### src/rtl/core/brl_pkg.sv
// Shared types and constants of the Bresenham line rasterizer.
// No dependencies; every other file of the core uses it.
package brl_pkg;

    // Fixed field widths at the block boundary
    localparam int unsigned InCoordW = 9;
    localparam int unsigned ColourW  = 16;
    localparam int unsigned PixelW   = 18;
    localparam int unsigned CountW   = 4;
    localparam int unsigned SlotMax  = 8;
    localparam int unsigned SlotIdxW = $clog2(SlotMax);

    // Controller to datapath commands
    typedef struct packed {
        logic capture;   // latch endpoints and colour of an accepted line
        logic setup;     // pick the major axis, swap coordinates when steep
        logic order;     // order endpoints, load deltas and error term
        logic walk;      // one Bresenham step into the group being built
        logic step;      // move the built group into the output register
    } t_dp_cmd;

    // Datapath to controller status
    typedef struct packed {
        logic full;      // the group being built is complete
        logic last;      // no pixels remain: the built group is the final one
    } t_dp_stat;

    typedef logic [PixelW-1:0] t_pixel;

endpackage

### src/rtl/core/brl_if.sv
// Handshake channels of the Bresenham line rasterizer: line in, pixel group out.
// Depends on brl_pkg for the field widths.
interface brl_line_if;
    logic                              valid;
    logic                              ready;
    logic [brl_pkg::InCoordW-1:0]      start_x;
    logic [brl_pkg::InCoordW-1:0]      start_y;
    logic [brl_pkg::InCoordW-1:0]      end_x;
    logic [brl_pkg::InCoordW-1:0]      end_y;
    logic [brl_pkg::ColourW-1:0]       colour;

    modport source (output valid, start_x, start_y, end_x, end_y, colour, input ready);
    modport sink   (input valid, start_x, start_y, end_x, end_y, colour, output ready);
endinterface

interface brl_group_if;
    logic                              valid;
    logic                              ready;
    logic [brl_pkg::CountW-1:0]        pixel_count;
    logic [brl_pkg::PixelW-1:0]        pixel_a;
    logic [brl_pkg::PixelW-1:0]        pixel_b;
    logic [brl_pkg::PixelW-1:0]        pixel_c;
    logic [brl_pkg::PixelW-1:0]        pixel_d;
    logic [brl_pkg::PixelW-1:0]        pixel_e;
    logic [brl_pkg::PixelW-1:0]        pixel_f;
    logic [brl_pkg::PixelW-1:0]        pixel_g;
    logic [brl_pkg::PixelW-1:0]        pixel_h;
    logic [brl_pkg::ColourW-1:0]       pixel_colour;
    logic                              last_group;

    modport source (output valid, pixel_count, pixel_a, pixel_b, pixel_c, pixel_d,
                    pixel_e, pixel_f, pixel_g, pixel_h, pixel_colour, last_group,
                    input ready);
    modport sink   (input valid, pixel_count, pixel_a, pixel_b, pixel_c, pixel_d,
                    pixel_e, pixel_f, pixel_g, pixel_h, pixel_colour, last_group,
                    output ready);
endinterface

### src/rtl/core/brl_ctrl.sv
// Controller of the Bresenham line rasterizer: sequences setup, the pixel walk and
// the group hand-off, owns both handshakes and the output valid flag. Depends on brl_pkg.
module brl_ctrl (
    input  logic              i_clk,
    input  logic              i_rst_n,
    input  logic              i_in_valid,
    output logic              o_in_ready,
    output logic              o_out_valid,
    input  logic              i_out_ready,
    output brl_pkg::t_dp_cmd  o_cmd,
    input  brl_pkg::t_dp_stat i_stat
);

    localparam logic [1:0] S_IDLE  = 2'd0;
    localparam logic [1:0] S_SETUP = 2'd1;
    localparam logic [1:0] S_ORDER = 2'd2;
    localparam logic [1:0] S_RUN   = 2'd3;

    logic [1:0] r_state, n_state;
    logic       r_out_valid, n_out_valid;
    logic       load;

    assign o_in_ready  = (r_state == S_IDLE);
    assign o_out_valid = r_out_valid;

    // built group complete and output register free or being emptied this cycle
    assign load = (r_state == S_RUN) && i_stat.full && (!r_out_valid || i_out_ready);

    // next state and commands
    always_comb begin
        n_state       = r_state;
        o_cmd         = '0;
        o_cmd.step    = load;
        unique case (r_state)
            S_IDLE: begin
                if (i_in_valid) begin
                    o_cmd.capture = 1'b1;
                    n_state       = S_SETUP;
                end
            end
            S_SETUP: begin
                o_cmd.setup = 1'b1;
                n_state     = S_ORDER;
            end
            S_ORDER: begin
                o_cmd.order = 1'b1;
                n_state     = S_RUN;
            end
            S_RUN: begin
                if (!i_stat.full) begin
                    o_cmd.walk = 1'b1;
                end else if (load && i_stat.last) begin
                    n_state = S_IDLE;
                end
            end
            default: n_state = S_IDLE;
        endcase
    end

    // output valid: set on a load, cleared when the beat is taken
    always_comb begin
        if (load) begin
            n_out_valid = 1'b1;
        end else if (i_out_ready) begin
            n_out_valid = 1'b0;
        end else begin
            n_out_valid = r_out_valid;
        end
    end

    always_ff @(posedge i_clk) begin
        if (!i_rst_n) begin
            r_state     <= S_IDLE;
            r_out_valid <= 1'b0;
        end else begin
            r_state     <= n_state;
            r_out_valid <= n_out_valid;
        end
    end

endmodule

### src/rtl/core/brl_dpath.sv
// Datapath of the Bresenham line rasterizer: endpoint setup, walk state, a one-step walk unit
// building groups of up to PIXELS_PER_GROUP pixels and the output register. Depends on brl_pkg.
module brl_dpath #(
    parameter int unsigned COORD_BITS       = 9,
    parameter int unsigned PIXELS_PER_GROUP = 8
) (
    input  logic                            i_clk,
    input  brl_pkg::t_dp_cmd                i_cmd,
    output brl_pkg::t_dp_stat               o_stat,
    input  logic [brl_pkg::InCoordW-1:0]    i_start_x,
    input  logic [brl_pkg::InCoordW-1:0]    i_start_y,
    input  logic [brl_pkg::InCoordW-1:0]    i_end_x,
    input  logic [brl_pkg::InCoordW-1:0]    i_end_y,
    input  logic [brl_pkg::ColourW-1:0]     i_colour,
    output logic [brl_pkg::CountW-1:0]      o_pixel_count,
    output brl_pkg::t_pixel                 o_pixel [brl_pkg::SlotMax],
    output logic [brl_pkg::ColourW-1:0]     o_pixel_colour,
    output logic                            o_last_group
);

    localparam int unsigned ErrW  = COORD_BITS + 2;
    localparam int unsigned PackW = (2 * COORD_BITS > brl_pkg::PixelW) ?
                                    2 * COORD_BITS : brl_pkg::PixelW;
    localparam logic [brl_pkg::CountW-1:0] GroupMax = brl_pkg::CountW'(PIXELS_PER_GROUP);

    // captured endpoints
    logic [COORD_BITS-1:0] r_x0, r_y0, r_x1, r_y1;
    logic [brl_pkg::ColourW-1:0] r_line_colour;
    // endpoints in major/minor terms
    logic [COORD_BITS-1:0] r_maj0, r_min0, r_maj1, r_min1;
    logic                  r_axes_swapped;
    // walk state
    logic [COORD_BITS-1:0]  r_major_pos, r_minor_pos, r_delta_major, r_delta_minor, r_remain;
    logic signed [ErrW-1:0] r_error_term;
    logic                   r_minor_down;
    // group being built
    logic [brl_pkg::CountW-1:0]  r_acc_n;
    brl_pkg::t_pixel             r_acc_pix [brl_pkg::SlotMax];
    // output register
    logic [brl_pkg::CountW-1:0]  r_cnt;
    brl_pkg::t_pixel             r_pix [brl_pkg::SlotMax];
    logic [brl_pkg::ColourW-1:0] r_out_colour;
    logic                        r_last;

    // setup: absolute deltas and steepness
    logic [COORD_BITS-1:0] s_adx, s_ady;
    logic                  s_steep;
    always_comb begin
        s_adx   = (r_x1 >= r_x0) ? (r_x1 - r_x0) : (r_x0 - r_x1);
        s_ady   = (r_y1 >= r_y0) ? (r_y1 - r_y0) : (r_y0 - r_y1);
        s_steep = (s_ady > s_adx);
    end

    // order: increasing major axis, deltas and initial error
    logic [COORD_BITS-1:0]  o_lo_maj, o_hi_maj, o_lo_min, o_hi_min, o_dmaj, o_dmin;
    logic signed [ErrW-1:0] o_err0;
    always_comb begin
        if (r_maj0 > r_maj1) begin
            o_lo_maj = r_maj1;
            o_lo_min = r_min1;
            o_hi_maj = r_maj0;
            o_hi_min = r_min0;
        end else begin
            o_lo_maj = r_maj0;
            o_lo_min = r_min0;
            o_hi_maj = r_maj1;
            o_hi_min = r_min1;
        end
        o_dmaj = o_hi_maj - o_lo_maj;
        o_dmin = (o_hi_min >= o_lo_min) ? (o_hi_min - o_lo_min) : (o_lo_min - o_hi_min);
        o_err0 = -$signed({2'b00, (o_dmaj >> 1)});
    end

    // walk unit: one Bresenham step per cycle while the group being built is not complete
    logic [COORD_BITS-1:0]  w_px, w_py, w_min;
    logic signed [ErrW-1:0] w_err_add, w_err;
    logic [PackW-1:0]       w_pack;
    always_comb begin
        w_px      = r_axes_swapped ? r_minor_pos : r_major_pos;
        w_py      = r_axes_swapped ? r_major_pos : r_minor_pos;
        w_pack    = PackW'({w_py, w_px});
        w_err_add = r_error_term + $signed({2'b00, r_delta_minor});
        w_min     = r_minor_pos;
        w_err     = w_err_add;
        if (w_err_add > 0) begin
            w_min = r_minor_down ? (r_minor_pos - 1'b1) : (r_minor_pos + 1'b1);
            w_err = w_err_add - $signed({2'b00, r_delta_major});
        end
    end

    // group complete when all slots are used or the line is exhausted
    always_comb begin
        o_stat.full = (r_acc_n == GroupMax) || (r_remain == '0);
        o_stat.last = (r_remain == '0);
    end

    // registers
    always_ff @(posedge i_clk) begin
        if (i_cmd.capture) begin
            r_x0          <= COORD_BITS'(i_start_x);
            r_y0          <= COORD_BITS'(i_start_y);
            r_x1          <= COORD_BITS'(i_end_x);
            r_y1          <= COORD_BITS'(i_end_y);
            r_line_colour <= i_colour;
        end
        if (i_cmd.setup) begin
            r_axes_swapped <= s_steep;
            r_maj0         <= s_steep ? r_y0 : r_x0;
            r_min0         <= s_steep ? r_x0 : r_y0;
            r_maj1         <= s_steep ? r_y1 : r_x1;
            r_min1         <= s_steep ? r_x1 : r_y1;
        end
        if (i_cmd.order) begin
            r_major_pos   <= o_lo_maj;
            r_minor_pos   <= o_lo_min;
            r_delta_major <= o_dmaj;
            r_delta_minor <= o_dmin;
            r_remain      <= o_dmaj;
            r_error_term  <= o_err0;
            r_minor_down  <= !(o_lo_min < o_hi_min);
            r_acc_n       <= '0;
            r_acc_pix     <= '{default: '0};
        end
        if (i_cmd.walk) begin
            r_major_pos  <= r_major_pos + 1'b1;
            r_minor_pos  <= w_min;
            r_error_term <= w_err;
            r_remain     <= r_remain - 1'b1;
            r_acc_n      <= r_acc_n + 1'b1;
            r_acc_pix[r_acc_n[brl_pkg::SlotIdxW-1:0]] <= w_pack[brl_pkg::PixelW-1:0];
        end
        if (i_cmd.step) begin
            r_cnt        <= r_acc_n;
            r_pix        <= r_acc_pix;
            r_out_colour <= r_line_colour;
            r_last       <= (r_remain == '0);
            r_acc_n      <= '0;
            r_acc_pix    <= '{default: '0};
        end
    end

    assign o_pixel_count  = r_cnt;
    assign o_pixel        = r_pix;
    assign o_pixel_colour = r_out_colour;
    assign o_last_group   = r_last;

endmodule

### src/rtl/core/bresenham_line_rasterizer_core.sv
// Top level of the Bresenham line rasterizer: controller plus datapath.
// Depends on brl_pkg, brl_if (brl_line_if, brl_group_if), brl_ctrl and brl_dpath.
//
// One line beat in gives its pixels as groups of up to PIXELS_PER_GROUP packed
// positions (y << COORD_BITS | x, low 18 bits), drawing order, far endpoint not
// drawn; the final group carries last_group, and a zero-length line gives a single
// empty group. A line is taken only while the block is idle: it is accepted in the idle
// state, goes through the setup steps (axis select, endpoint ordering), then walks its
// pixels one Bresenham step at a time and moves each complete group into the output
// register. The rate is set by the walk unit, which takes one error-term step per cycle
// while the group being built is not yet complete. Groups stall in the output register
// while the sink holds off; the walk keeps filling the next group meanwhile until it is
// complete, and the next line may be accepted and set up while the last group of the
// previous line still waits.
module bresenham_line_rasterizer_core #(
    parameter int unsigned COORD_BITS       = 9,
    parameter int unsigned PIXELS_PER_GROUP = 8
) (
    input  logic        i_clk,
    input  logic        i_rst_n,
    brl_line_if.sink    i_line,
    brl_group_if.source o_group
);

    brl_pkg::t_dp_cmd  cmd;
    brl_pkg::t_dp_stat stat;
    brl_pkg::t_pixel   pix [brl_pkg::SlotMax];

    brl_ctrl u_ctrl (
        .i_clk       (i_clk),
        .i_rst_n     (i_rst_n),
        .i_in_valid  (i_line.valid),
        .o_in_ready  (i_line.ready),
        .o_out_valid (o_group.valid),
        .i_out_ready (o_group.ready),
        .o_cmd       (cmd),
        .i_stat      (stat)
    );

    brl_dpath #(
        .COORD_BITS       (COORD_BITS),
        .PIXELS_PER_GROUP (PIXELS_PER_GROUP)
    ) u_dpath (
        .i_clk          (i_clk),
        .i_cmd          (cmd),
        .o_stat         (stat),
        .i_start_x      (i_line.start_x),
        .i_start_y      (i_line.start_y),
        .i_end_x        (i_line.end_x),
        .i_end_y        (i_line.end_y),
        .i_colour       (i_line.colour),
        .o_pixel_count  (o_group.pixel_count),
        .o_pixel        (pix),
        .o_pixel_colour (o_group.pixel_colour),
        .o_last_group   (o_group.last_group)
    );

    // group slots onto the output channel
    assign o_group.pixel_a = pix[0];
    assign o_group.pixel_b = pix[1];
    assign o_group.pixel_c = pix[2];
    assign o_group.pixel_d = pix[3];
    assign o_group.pixel_e = pix[4];
    assign o_group.pixel_f = pix[5];
    assign o_group.pixel_g = pix[6];
    assign o_group.pixel_h = pix[7];

endmodule

### src/flat_wrapper.sv
// flat-port wrapper written by rule: the top's interface ports become plain ports
module bresenham_line_rasterizer_core_flat 
#(
    parameter int unsigned COORD_BITS       = 9,
    parameter int unsigned PIXELS_PER_GROUP = 8
)
  (i_clk, i_rst_n, i_line_valid, i_line_start_x, i_line_start_y, i_line_end_x, i_line_end_y, i_line_colour, i_line_ready, o_group_valid, o_group_pixel_count, o_group_pixel_a, o_group_pixel_b, o_group_pixel_c, o_group_pixel_d, o_group_pixel_e, o_group_pixel_f, o_group_pixel_g, o_group_pixel_h, o_group_pixel_colour, o_group_last_group, o_group_ready);
  brl_line_if i_line_i ();
  brl_group_if o_group_i ();
  input  logic i_clk;
  input  logic i_rst_n;
  input wire logic [$bits(i_line_i.valid)-1:0] i_line_valid;
  input wire logic [$bits(i_line_i.start_x)-1:0] i_line_start_x;
  input wire logic [$bits(i_line_i.start_y)-1:0] i_line_start_y;
  input wire logic [$bits(i_line_i.end_x)-1:0] i_line_end_x;
  input wire logic [$bits(i_line_i.end_y)-1:0] i_line_end_y;
  input wire logic [$bits(i_line_i.colour)-1:0] i_line_colour;
  output wire logic [$bits(i_line_i.ready)-1:0] i_line_ready;
  output wire logic [$bits(o_group_i.valid)-1:0] o_group_valid;
  output wire logic [$bits(o_group_i.pixel_count)-1:0] o_group_pixel_count;
  output wire logic [$bits(o_group_i.pixel_a)-1:0] o_group_pixel_a;
  output wire logic [$bits(o_group_i.pixel_b)-1:0] o_group_pixel_b;
  output wire logic [$bits(o_group_i.pixel_c)-1:0] o_group_pixel_c;
  output wire logic [$bits(o_group_i.pixel_d)-1:0] o_group_pixel_d;
  output wire logic [$bits(o_group_i.pixel_e)-1:0] o_group_pixel_e;
  output wire logic [$bits(o_group_i.pixel_f)-1:0] o_group_pixel_f;
  output wire logic [$bits(o_group_i.pixel_g)-1:0] o_group_pixel_g;
  output wire logic [$bits(o_group_i.pixel_h)-1:0] o_group_pixel_h;
  output wire logic [$bits(o_group_i.pixel_colour)-1:0] o_group_pixel_colour;
  output wire logic [$bits(o_group_i.last_group)-1:0] o_group_last_group;
  input wire logic [$bits(o_group_i.ready)-1:0] o_group_ready;
  assign i_line_i.valid = i_line_valid;
  assign i_line_i.start_x = i_line_start_x;
  assign i_line_i.start_y = i_line_start_y;
  assign i_line_i.end_x = i_line_end_x;
  assign i_line_i.end_y = i_line_end_y;
  assign i_line_i.colour = i_line_colour;
  assign i_line_ready = i_line_i.ready;
  assign o_group_valid = o_group_i.valid;
  assign o_group_pixel_count = o_group_i.pixel_count;
  assign o_group_pixel_a = o_group_i.pixel_a;
  assign o_group_pixel_b = o_group_i.pixel_b;
  assign o_group_pixel_c = o_group_i.pixel_c;
  assign o_group_pixel_d = o_group_i.pixel_d;
  assign o_group_pixel_e = o_group_i.pixel_e;
  assign o_group_pixel_f = o_group_i.pixel_f;
  assign o_group_pixel_g = o_group_i.pixel_g;
  assign o_group_pixel_h = o_group_i.pixel_h;
  assign o_group_pixel_colour = o_group_i.pixel_colour;
  assign o_group_last_group = o_group_i.last_group;
  assign o_group_i.ready = o_group_ready;
  bresenham_line_rasterizer_core #(.COORD_BITS(COORD_BITS), .PIXELS_PER_GROUP(PIXELS_PER_GROUP)) u_core (.i_clk(i_clk), .i_rst_n(i_rst_n), .i_line(i_line_i), .o_group(o_group_i));
endmodule
### config.mk
export PLATFORM = sky130hd
export DESIGN_NAME = bresenham_line_rasterizer_core_flat
export DESIGN_NICKNAME = d
export VERILOG_FILES = /design/src/rtl/core/brl_pkg.sv /design/src/rtl/core/brl_if.sv /design/src/rtl/core/brl_ctrl.sv /design/src/rtl/core/brl_dpath.sv /design/src/rtl/core/bresenham_line_rasterizer_core.sv /design/src/flat_wrapper.sv
export SDC_FILE = /design/constraint.sdc
export NUM_CORES = 1
export LEC_CHECK = 0
export BUFFER_PORTS_ARGS = -buffer_cell sky130_fd_sc_hd__buf_4
export CELL_PAD_IN_SITES_DETAIL_PLACEMENT = 1
export CELL_PAD_IN_SITES_GLOBAL_PLACEMENT = 2
export CORE_UTILIZATION = 39
export DETAILED_ROUTE_END_ITERATION = 10
export GPL_TIMING_DRIVEN = 0
export PLACE_DENSITY = 0.79
export SYNTH_ARGS = -nofsm -noshare
export SYNTH_HDL_FRONTEND = slang
export SYNTH_SLANG_ARGS = --single-unit
### constraint.sdc
create_clock -name i_clk -period 8.21 [get_ports i_clk]
set_input_delay 1.642 -clock i_clk [delete_from_list [all_inputs] [get_ports i_clk]]
set_output_delay 1.642 -clock i_clk [all_outputs]
set_load 0.005 [all_outputs]
==> results of run 1 <==
==> Yosys cell counts, drive strengths merged, types with 2 or more instances <==
cell / n / area [um^2]
o22ai: 2 / 12.5
o211ai: 7 / 52.6
mux2i: 83 / 831
xor2: 34 / 298
xnor2: 41 / 367
nand2b: 9 / 56.3
or2: 5 / 31.3
a21o: 17 / 128
a211oi: 19 / 148
or4: 8 / 63.8
a22oi: 4 / 30.0
maj3: 8 / 80.1
nor2: 368 / 1390
and2: 3 / 18.8
a31oi: 149 / 932
and4: 2 / 20.0
a2111oi: 2 / 17.5
nand3: 22 / 115
nor4: 2 / 12.5
o31ai: 4 / 30.0
clkbuf: 80 / 300
nor2b: 24 / 150
and3: 6 / 42.5
edfxtp: 311 / 9340
dfxtp: 151 / 3020
o21ai: 43 / 223
buf: 15 / 77.6
ha: 89 / 1110
nor4b: 2 / 17.5
o21bai: 12 / 90.1
a311oi: 4 / 35.0
inv: 106 / 398
o221ai: 8 / 70.1
nand4: 8 / 50.1
a21oi: 79 / 399
o21a: 13 / 97.6
fa: 7 / 140
nand2: 63 / 239
or3: 3 / 18.8
a21boi: 5 / 48.8
nand3b: 4 / 30.0
nor3: 15 / 80.1
mux2: 10 / 116
a41oi: 3 / 26.3
a221oi: 4 / 52.6
==> cell families after synthesis <==
| group | synth area share |
|---|---|
| buffers and inverters | 0.0369 |
| muxes | 0.0451 |
| xor gates and xnor gates | 0.0316 |
| and+or+nand+nor | 0.113 |
| AOI/OAI and AO/OA | 0.121 |
| adders and majority gates | 0.0635 |
| DFF | 0.589 |
==> flip-flops by register name, summed over array words and instances (netlist names), 9 cells and up <==
| name | cells |
|---|---|
| u_core.u_dpath.r_x1 | 9 |
| u_core.u_dpath.r_error_term | 11 |
| u_core.u_dpath.r_acc_pix | 144 |
| u_core.u_dpath.r_delta_minor | 9 |
| u_core.u_dpath.r_maj1 | 9 |
| u_core.u_dpath.o_pixel | 144 |
| u_core.u_dpath.r_min0 | 9 |
| u_core.u_dpath.r_y1 | 9 |
| u_core.u_dpath.r_minor_pos | 9 |
| u_core.u_dpath.o_pixel_colour | 16 |
| u_core.u_dpath.r_x0 | 9 |
| u_core.u_dpath.r_min1 | 9 |
| u_core.u_dpath.r_maj0 | 9 |
| u_core.u_dpath.r_delta_major | 9 |
| u_core.u_dpath.r_remain | 9 |
| u_core.u_dpath.r_major_pos | 9 |
| u_core.u_dpath.r_y0 | 9 |
| u_core.u_dpath.r_line_colour | 16 |
==> cells in the final DEF, fill, tap and decap left out, types with 8 or more instances in the layout <==
cell type,Yosys,routed
sky130_fd_sc_hd__nor2_1,367,367
sky130_fd_sc_hd__edfxtp_1,311,311
sky130_fd_sc_hd__buf_4,1,224
sky130_fd_sc_hd__dfxtp_1,151,151
sky130_fd_sc_hd__a31oi_1,149,149
sky130_fd_sc_hd__inv_1,104,104
sky130_fd_sc_hd__clkbuf_1,80,88
sky130_fd_sc_hd__ha_1,89,88
sky130_fd_sc_hd__a21oi_1,78,78
sky130_fd_sc_hd__mux2i_1,83,71
sky130_fd_sc_hd__nand2_1,62,62
sky130_fd_sc_hd__clkbuf_16,0,50
sky130_fd_sc_hd__xnor2_1,40,40
sky130_fd_sc_hd__o21ai_0,40,39
sky130_fd_sc_hd__xor2_1,34,34
sky130_fd_sc_hd__nor2b_1,24,24
sky130_fd_sc_hd__nand3_1,21,21
sky130_fd_sc_hd__a211oi_1,18,18
sky130_fd_sc_hd__a21o_1,17,17
sky130_fd_sc_hd__nor3_1,14,14
sky130_fd_sc_hd__o21a_1,13,13
sky130_fd_sc_hd__o21bai_1,12,12
sky130_fd_sc_hd__mux2i_2,0,12
sky130_fd_sc_hd__buf_1,10,10
sky130_fd_sc_hd__clkinv_2,0,10
sky130_fd_sc_hd__nand2b_1,9,9
sky130_fd_sc_hd__buf_6,2,9
sky130_fd_sc_hd__nand4_1,8,8
sky130_fd_sc_hd__mux2_2,8,8
sky130_fd_sc_hd__o221ai_1,8,8
sky130_fd_sc_hd__maj3_1,8,8
==> worst register-to-register path: cells and delay by family, from the launching register on <==
kind	cells	cell delay, ns
XOR/XNOR	1	0.15
flip-flops	1	0.39
AO/OA/AOI/OAI	7	2.35
AND/OR/NAND/NOR	5	0.80
multiplexers	2	0.50
buffers and inverters	4	1.57
adder cells (fa/ha/maj)	2	0.60
==> per-layer routing <==
metal,vias up,GRT usage
li1,7309,-
met1,7685,0.285
met2,395,0.372
met3,121,0.0427
met4,0,0.0854
met5,-,0
==> power groups by stage <==
stage | logic, mW | clock network (mW) | registers (mW)
after floorplan | 4.89 | 0 | 3.52
after global placement | 6.65 | 0 | 3.66
after detailed placement | 6.95 | 0 | 3.68
after CTS | 7.00 | 2.35 | 3.63
after global routing | 7.67 | 2.42 | 3.67
final | 6.98 | 2.30 | 3.63
==> through the flow <==
stage                util  hold WS, ns  std cells  instance area (um^2)  worst slack, ns
floorplan               -        0.400       1871                 21000            0.915
global placement    0.445        0.401       2781                 23500            -1.34
detailed placement  0.450        0.405       2795                 23800             1.60
CTS                 0.482        0.419       2887                 25500             1.53
global route        0.482        0.429       2887                 25500            0.940
finish              0.482        0.417       2887                 25500             1.55
==> worst paths after layout <==
kind | start | end
hold / removal | u_core.u_dpath.r_line_colour[0]$_DFFE_PP_ | u_core.u_dpath.o_pixel_colour[0]$_DFFE_PP_
setup / recovery | u_core.u_dpath.r_y0[4]$_DFFE_PP_ | u_core.u_dpath.r_min1[4]$_DFFE_PN_
hold reg to reg | u_core.u_dpath.r_line_colour[0]$_DFFE_PP_ | u_core.u_dpath.o_pixel_colour[0]$_DFFE_PP_
setup reg to reg | u_core.u_dpath.r_y0[4]$_DFFE_PP_ | u_core.u_dpath.r_min1[4]$_DFFE_PN_
==> layout make-up <==
type,count,share of cell area
multi-input cells,1208,0.310
plain buffers,95,0.0150
clock buffers,65,0.0537
inverters,106,0.0156
flip-flops and latches,462,0.485
repair buffers,236,0.0735
well taps,688,0.0338
clock inverters,27,0.0125
==> tab_implementation.tex, run 1 <==
\begin{tabular}{lr}
\hline
Metric & Value \\
\hline
\multicolumn{2}{l}{\textbf{STA}} \\
Slew Limit Headroom & 0.0484 \\
Pins Over Slew Limit & 0 \\
Maximum clock frequency & 150 MHz \\
Post-Route Setup TNS & 0 ns \\
Hold Vio Cnt, Final & 0 \\
Final Setup Violations & 0 \\
Shortest period the worst path allows & 6.66 ns \\
Tightest Pin Transition & 1.39 ns \\
Setup repair after global routing missed its margin & no \\
Portion of the clock cycle consumed by the worst path in the final layout & 0.812 \\
Worst clock skew on the final layout & 0.0262 ns \\
\multicolumn{2}{l}{\textbf{Global route}} \\
Number of antenna violations at the first check in global routing & 0 \\
Total Routing Usage GR & 0.223 \\
Via count of the first global-routing pass & 16000 \\
Global-route wire length before repair & 92500 um \\
Maximum number of pins on one net before global-route repair & 68 \\
Remaining global-route overflow & 0 \\
\multicolumn{2}{l}{\textbf{Logic synthesis}} \\
Cell count after synthesis & 1871 \\
Netlist area before placement & 0.0210 mm\^{}2 \\
Post-synth EDFFs & 311 \\
Yosys warning count & 0 \\
Mapped Nets & 2023 \\
Synth Flop Type & sky130\_fd\_sc\_hd\_\_edfxtp\_1 \\
Per-instance average area after synthesis & 11.2 um\^{}2 \\
Register bit count reported by yosys & 462 \\
Post-synthesis sequential area ratio & 0.589 \\
Async SR Flop Fraction & 0 \\
Count of cell types in the netlist & 83 \\
\multicolumn{2}{l}{\textbf{Floorplanning}} \\
Initial Utilization & 0.397 \\
Row Count & 84 \\
Die boundary height & 234 um \\
Boundary pin count & 223 \\
Die Outline Area & 0.0548 mm\^{}2 \\
Die width & 234 um \\
Floorplan core area & 0.0529 mm\^{}2 \\
\multicolumn{2}{l}{\textbf{Critical path}} \\
Worst Path Arrival & 6.94 ns \\
Slowest stage delay, CP & 1.10 ns \\
Count of buffering cells on the critical path with inverters included & 4 \\
Sort of element at the end of the critical path & flip-flop \\
Type of the worst setup path & reg -> reg \\
Delay-heaviest family, CP & compound AO/OA/AOI/OAI gates \\
Data required time at the worst endpoint & 8.49 ns \\
Slowest cell on crit path & sky130\_fd\_sc\_hd\_\_a31oi\_1 \\
Peak fanout along the critical path & 10 \\
Startpoint types & flip-flop \\
Register-to-Register Path Depth & 21 \\
CP Cell Sequence & inv\_1, ha\_1, clkbuf\_1, nand3\_1, nor2\_1, nand4\_1, a31oi\_1, mux2i\_1, o21ai\_0, a21oi\_1, xnor2\_1, ha\_1, o21a\_1, o21ai\_0, nand2b\_1, a21oi\_1, nor2b\_1, o31ai\_1, buf\_1, clkbuf\_1, mux2i\_1 \\
Number of cells on the critical path & 21 \\
Worst reg2reg setup slack & 1.55 ns \\
\multicolumn{2}{l}{\textbf{Route}} \\
DR WL met2 & 29400 um \\
Wire length on met1 & 26800 um \\
Number of vias after detailed routing & 15500 \\
DRC Markers & 17 \\
DRT iter0 DRCs & 999 \\
Post-route ant nets & 0 \\
Highest routing layer actually used & met4 \\
Drt total wl & 61700 um \\
Number of detailed-route iterations in the first pass & 10 \\
WL/cell & 21.4 um \\
Drt via density & 5.37 \\
Metal3 WL & 3310 um \\
\multicolumn{2}{l}{\textbf{Final layout}} \\
Sequential cell area & 0.0124 mm\^{}2 \\
Antenna diode count & 0 \\
Filler Cell Count & 5701 \\
Area Growth Syn to Fin & 21.3\% \\
Share of post-route cells with drive strength above 1 & 0.167 \\
Area of the multi-input gates & 0.00791 mm\^{}2 \\
Number of nets in the layout & 2310 \\
\multicolumn{2}{l}{\textbf{Clock tree}} \\
Clock sink total & 462 \\
H-Tree Depth & 2 \\
Post-CTS resize count & 0 \\
Clock transition time at the flip-flop clock pins of the worst setup and hold paths & 0.06 ns \\
Clock Tree Root & sky130\_fd\_sc\_hd\_\_clkbuf\_16 \\
Clock latency of the later-clocked register in the worst-skew pair & 0.60 ns \\
Number of buffers between clock root and the deepest sink & 3 \\
Clock tree from TritonCTS & done \\
Post-cts hold buffer count & 0 \\
Number of buffers created by CTS & 49 \\
Number of buffers inserted to repair setup after CTS & 0 \\
\multicolumn{2}{l}{\textbf{Power}} \\
Switching Share & 0.433 \\
Post-route total power & 12.9 mW \\
Sw power & 5.59 mW \\
Largest vdd supply drop & 0.000223 V \\
Power per cell area & 507 mW/mm\^{}2 \\
Internal cell power & 7.32 mW \\
Leak & 10.4 nW \\
Share of power burned in the clock network & 0.178 \\
Power share of the combinational group & 0.541 \\
Proportion of power drawn by flip-flops and latches & 0.281 \\
\multicolumn{2}{l}{\textbf{Flow run}} \\
Number of maximum-capacitance violations & 0 \\
\multicolumn{2}{l}{\textbf{Place}} \\
Detailed Place HPWL & 45500 um \\
Final weighted congestion of routability-driven global placement & 0.873 \\
Number of port buffers & 222 \\
\multicolumn{2}{l}{\textbf{Hold path}} \\
Hold crit path type & reg -> reg \\
Depth of the worst hold-timing path & 0 \\
\multicolumn{2}{l}{\textbf{Run status}} \\
Failing checks & design-rule violations \\
Outcome & complete, but fails checks \\
\hline
\end{tabular}
Power figures use the tool's default switching activity.
==> inputs of run 2 (changes only) <==
==> constraint.sdc (replaced) <==
create_clock -name i_clk -period 6.7 [get_ports i_clk]
set_input_delay 1.34 -clock i_clk [delete_from_list [all_inputs] [get_ports i_clk]]
set_output_delay 1.34 -clock i_clk [all_outputs]
set_load 0.005 [all_outputs]
==> tab_implementation.tex, run 2 (synthesized netlist as in run 1, its figures left out) <==
\begin{tabular}{lr}
\hline
Metric & Value \\
\hline
\multicolumn{2}{l}{\textbf{Run status}} \\
Outcome & complete, but fails checks \\
Failing checks & design-rule violations \\
\multicolumn{2}{l}{\textbf{Global route}} \\
Total Routing Usage GR & 0.226 \\
Maximum number of pins on one net before global-route repair & 115 \\
Remaining global-route overflow & 0 \\
Global-route wire length before repair & 93900 um \\
Number of antenna violations at the first check in global routing & 0 \\
Via count of the first global-routing pass & 16200 \\
\multicolumn{2}{l}{\textbf{STA}} \\
Final Setup Violations & 0 \\
Pins Over Slew Limit & 0 \\
Tightest Pin Transition & 1.34 ns \\
Maximum clock frequency & 163 MHz \\
Setup repair after global routing missed its margin & no \\
Slew Limit Headroom & 0.109 \\
Shortest period the worst path allows & 6.13 ns \\
Post-Route Setup TNS & 0 ns \\
Portion of the clock cycle consumed by the worst path in the final layout & 0.915 \\
Hold Vio Cnt, Final & 0 \\
Worst clock skew on the final layout & 0.0200 ns \\
\multicolumn{2}{l}{\textbf{Clock tree}} \\
Number of buffers inserted to repair setup after CTS & 0 \\
Clock sink total & 462 \\
Clock Tree Root & sky130\_fd\_sc\_hd\_\_clkbuf\_16 \\
H-Tree Depth & 2 \\
Clock transition time at the flip-flop clock pins of the worst setup and hold paths & 0.06 ns \\
Number of buffers created by CTS & 51 \\
Clock latency of the later-clocked register in the worst-skew pair & 0.59 ns \\
Clock tree from TritonCTS & done \\
Number of buffers between clock root and the deepest sink & 3 \\
\multicolumn{2}{l}{\textbf{Power}} \\
Power per cell area & 619 mW/mm\^{}2 \\
Post-route total power & 15.7 mW \\
Largest vdd supply drop & 0.000317 V \\
Leak & 10.4 nW \\
\multicolumn{2}{l}{\textbf{Critical path}} \\
Startpoint of the most critical register-to-register path & u\_core.u\_dpath.r\_x0[1]\$\_DFFE\_PP\_ \\
Worst Path Arrival & 6.53 ns \\
Worst reg2reg setup slack & 0.57 ns \\
Peak fanout along the critical path & 10 \\
Data required time at the worst endpoint & 7.10 ns \\
Beginning of the critical path & u\_core.u\_dpath.r\_x0[1]\$\_DFFE\_PP\_ \\
Sort of element at the end of the critical path & flip-flop \\
Startpoint types & flip-flop \\
Type of the worst setup path & reg -> reg \\
\multicolumn{2}{l}{\textbf{Final layout}} \\
Share of the core filled with cells in the final layout & 0.481 \\
Share of post-route cells with drive strength above 1 & 0.169 \\
Area Growth Syn to Fin & 21.1\% \\
Leading cell type in the layout, fill and taps excluded & sky130\_fd\_sc\_hd\_\_nor2\_1 \\
Antenna diode count & 0 \\
Finished layout cell area & 0.0254 mm\^{}2 \\
Number of nets in the layout & 2312 \\
Commonest cells after routing, fill and taps aside & 367 x sky130\_fd\_sc\_hd\_\_nor2\_1, 311 x sky130\_fd\_sc\_hd\_\_edfxtp\_1, 224 x sky130\_fd\_sc\_hd\_\_buf\_4, 151 x sky130\_fd\_sc\_hd\_\_dfxtp\_1, 148 x sky130\_fd\_sc\_hd\_\_a31oi\_1 \\
\multicolumn{2}{l}{\textbf{Route}} \\
WL/cell & 21.5 um \\
DRC Markers & 16 \\
DRT iter0 DRCs & 787 \\
Drt via density & 5.37 \\
Post-route ant nets & 0 \\
Number of vias after detailed routing & 15500 \\
Number of detailed-route iterations in the first pass & 9 \\
Drt total wl & 62000 um \\
\multicolumn{2}{l}{\textbf{Flow run}} \\
Number of maximum-capacitance violations & 0 \\
\multicolumn{2}{l}{\textbf{Place}} \\
Dpl cell area & 0.0238 mm\^{}2 \\
Detailed Place HPWL & 45700 um \\
Final weighted congestion of routability-driven global placement & 0.867 \\
Number of port buffers & 222 \\
\multicolumn{2}{l}{\textbf{Floorplanning}} \\
Die boundary height & 234 um \\
Row Count & 84 \\
Boundary pin count & 223 \\
Initial Utilization & 0.397 \\
Die Outline Area & 0.0548 mm\^{}2 \\
Die width & 234 um \\
Floorplan core area & 0.0529 mm\^{}2 \\
\multicolumn{2}{l}{\textbf{Hold path}} \\
Min-Delay Startpoint & u\_core.u\_dpath.r\_line\_colour[7]\$\_DFFE\_PP\_ \\
Hold crit path type & reg -> reg \\
\hline
\end{tabular}
==> run 2: cell types whose count changed in the layout (fill, tap and decap cells not counted), sizes merged <==
cell      before  now
clkinvlp       2    4
buf          251  249
inv          107  108
bufinv         6    2
clkbuf       145  146
clkinv        18   23
==> run 2: power by group <==
group / switching [mW] / internal (mW)
clock network: 1.18 / 1.55
registers: 0.406 / 4.04
logic: 5.28 / 3.28
==> run 2: worst paths after layout <==
check | endpoint | depth (start not counted)
worst max-delay path | u_core.u_dpath.r_min0[7]$_DFFE_PN_ | 20
worst min-delay path | u_core.u_dpath.o_pixel_colour[7]$_DFFE_PP_ | 0
worst max register to register | u_core.u_dpath.r_min0[7]$_DFFE_PN_ | 20
worst min register to register | u_core.u_dpath.o_pixel_colour[7]$_DFFE_PP_ | 0
==> run 2: metal layers <==
layer  up-vias  wire length (um)  track usage  share of wire
met1      7731             27300        0.290           0.44
met5         -                 0            0              0
met3       109              2790       0.0355          0.045
met2       362             30100        0.384           0.49
met4         0              1850       0.0806          0.030
li1       7322                 -            -              -
==> run 2: area by class of cell <==
| cell class | count | area (um^2) |
|---|---|---|
| timing repair buffer | 236 | 1860 |
| fill | 5648 | 27400 |
| clock inverter | 31 | 243 |
| multi-input combinational | 1208 | 7920 |
| clock buffer | 64 | 1390 |
| tap | 688 | 861 |
| sequential | 462 | 12400 |
| buffer | 95 | 392 |
| inverter | 106 | 398 |
==> run 2: timing repair <==
action,in CTS,in global routing
hold buffers,0,0
gates resized for setup,0,5
endpoints found under the setup margin,0,30
==> run 2: critical path, cell delays in order (launching register included) <==
cell and delay, ns:
sky130_fd_sc_hd__edfxtp_1 0.45, sky130_fd_sc_hd__inv_1 0.19, sky130_fd_sc_hd__ha_1 0.28, sky130_fd_sc_hd__nor2b_1 0.14
sky130_fd_sc_hd__o21ai_0 0.24, sky130_fd_sc_hd__a21oi_1 0.14, sky130_fd_sc_hd__o31a_1 0.31, sky130_fd_sc_hd__o22ai_1 0.44
sky130_fd_sc_hd__clkbuf_1 0.54, sky130_fd_sc_hd__mux2i_1 0.27, sky130_fd_sc_hd__o221ai_1 0.22, sky130_fd_sc_hd__a221o_1 0.40
sky130_fd_sc_hd__a21oi_1 0.18, sky130_fd_sc_hd__xor2_1 0.09, sky130_fd_sc_hd__ha_1 0.30, sky130_fd_sc_hd__nand2_1 0.05
sky130_fd_sc_hd__o32a_1 0.33, sky130_fd_sc_hd__o31ai_1 0.07, sky130_fd_sc_hd__buf_1 0.56, sky130_fd_sc_hd__clkbuf_2 0.45
sky130_fd_sc_hd__mux2i_1 0.30
==> run 2: stage by stage <==
stage,worst slack [ns],cells,hold WS (ns)
floorplan,1.58,1871,0.400
global placement,0.110,2781,0.401
detailed placement,0.0346,2795,0.406
CTS,0.0233,2890,0.420
global route,0.179,2890,0.424
finish,0.570,2890,0.417
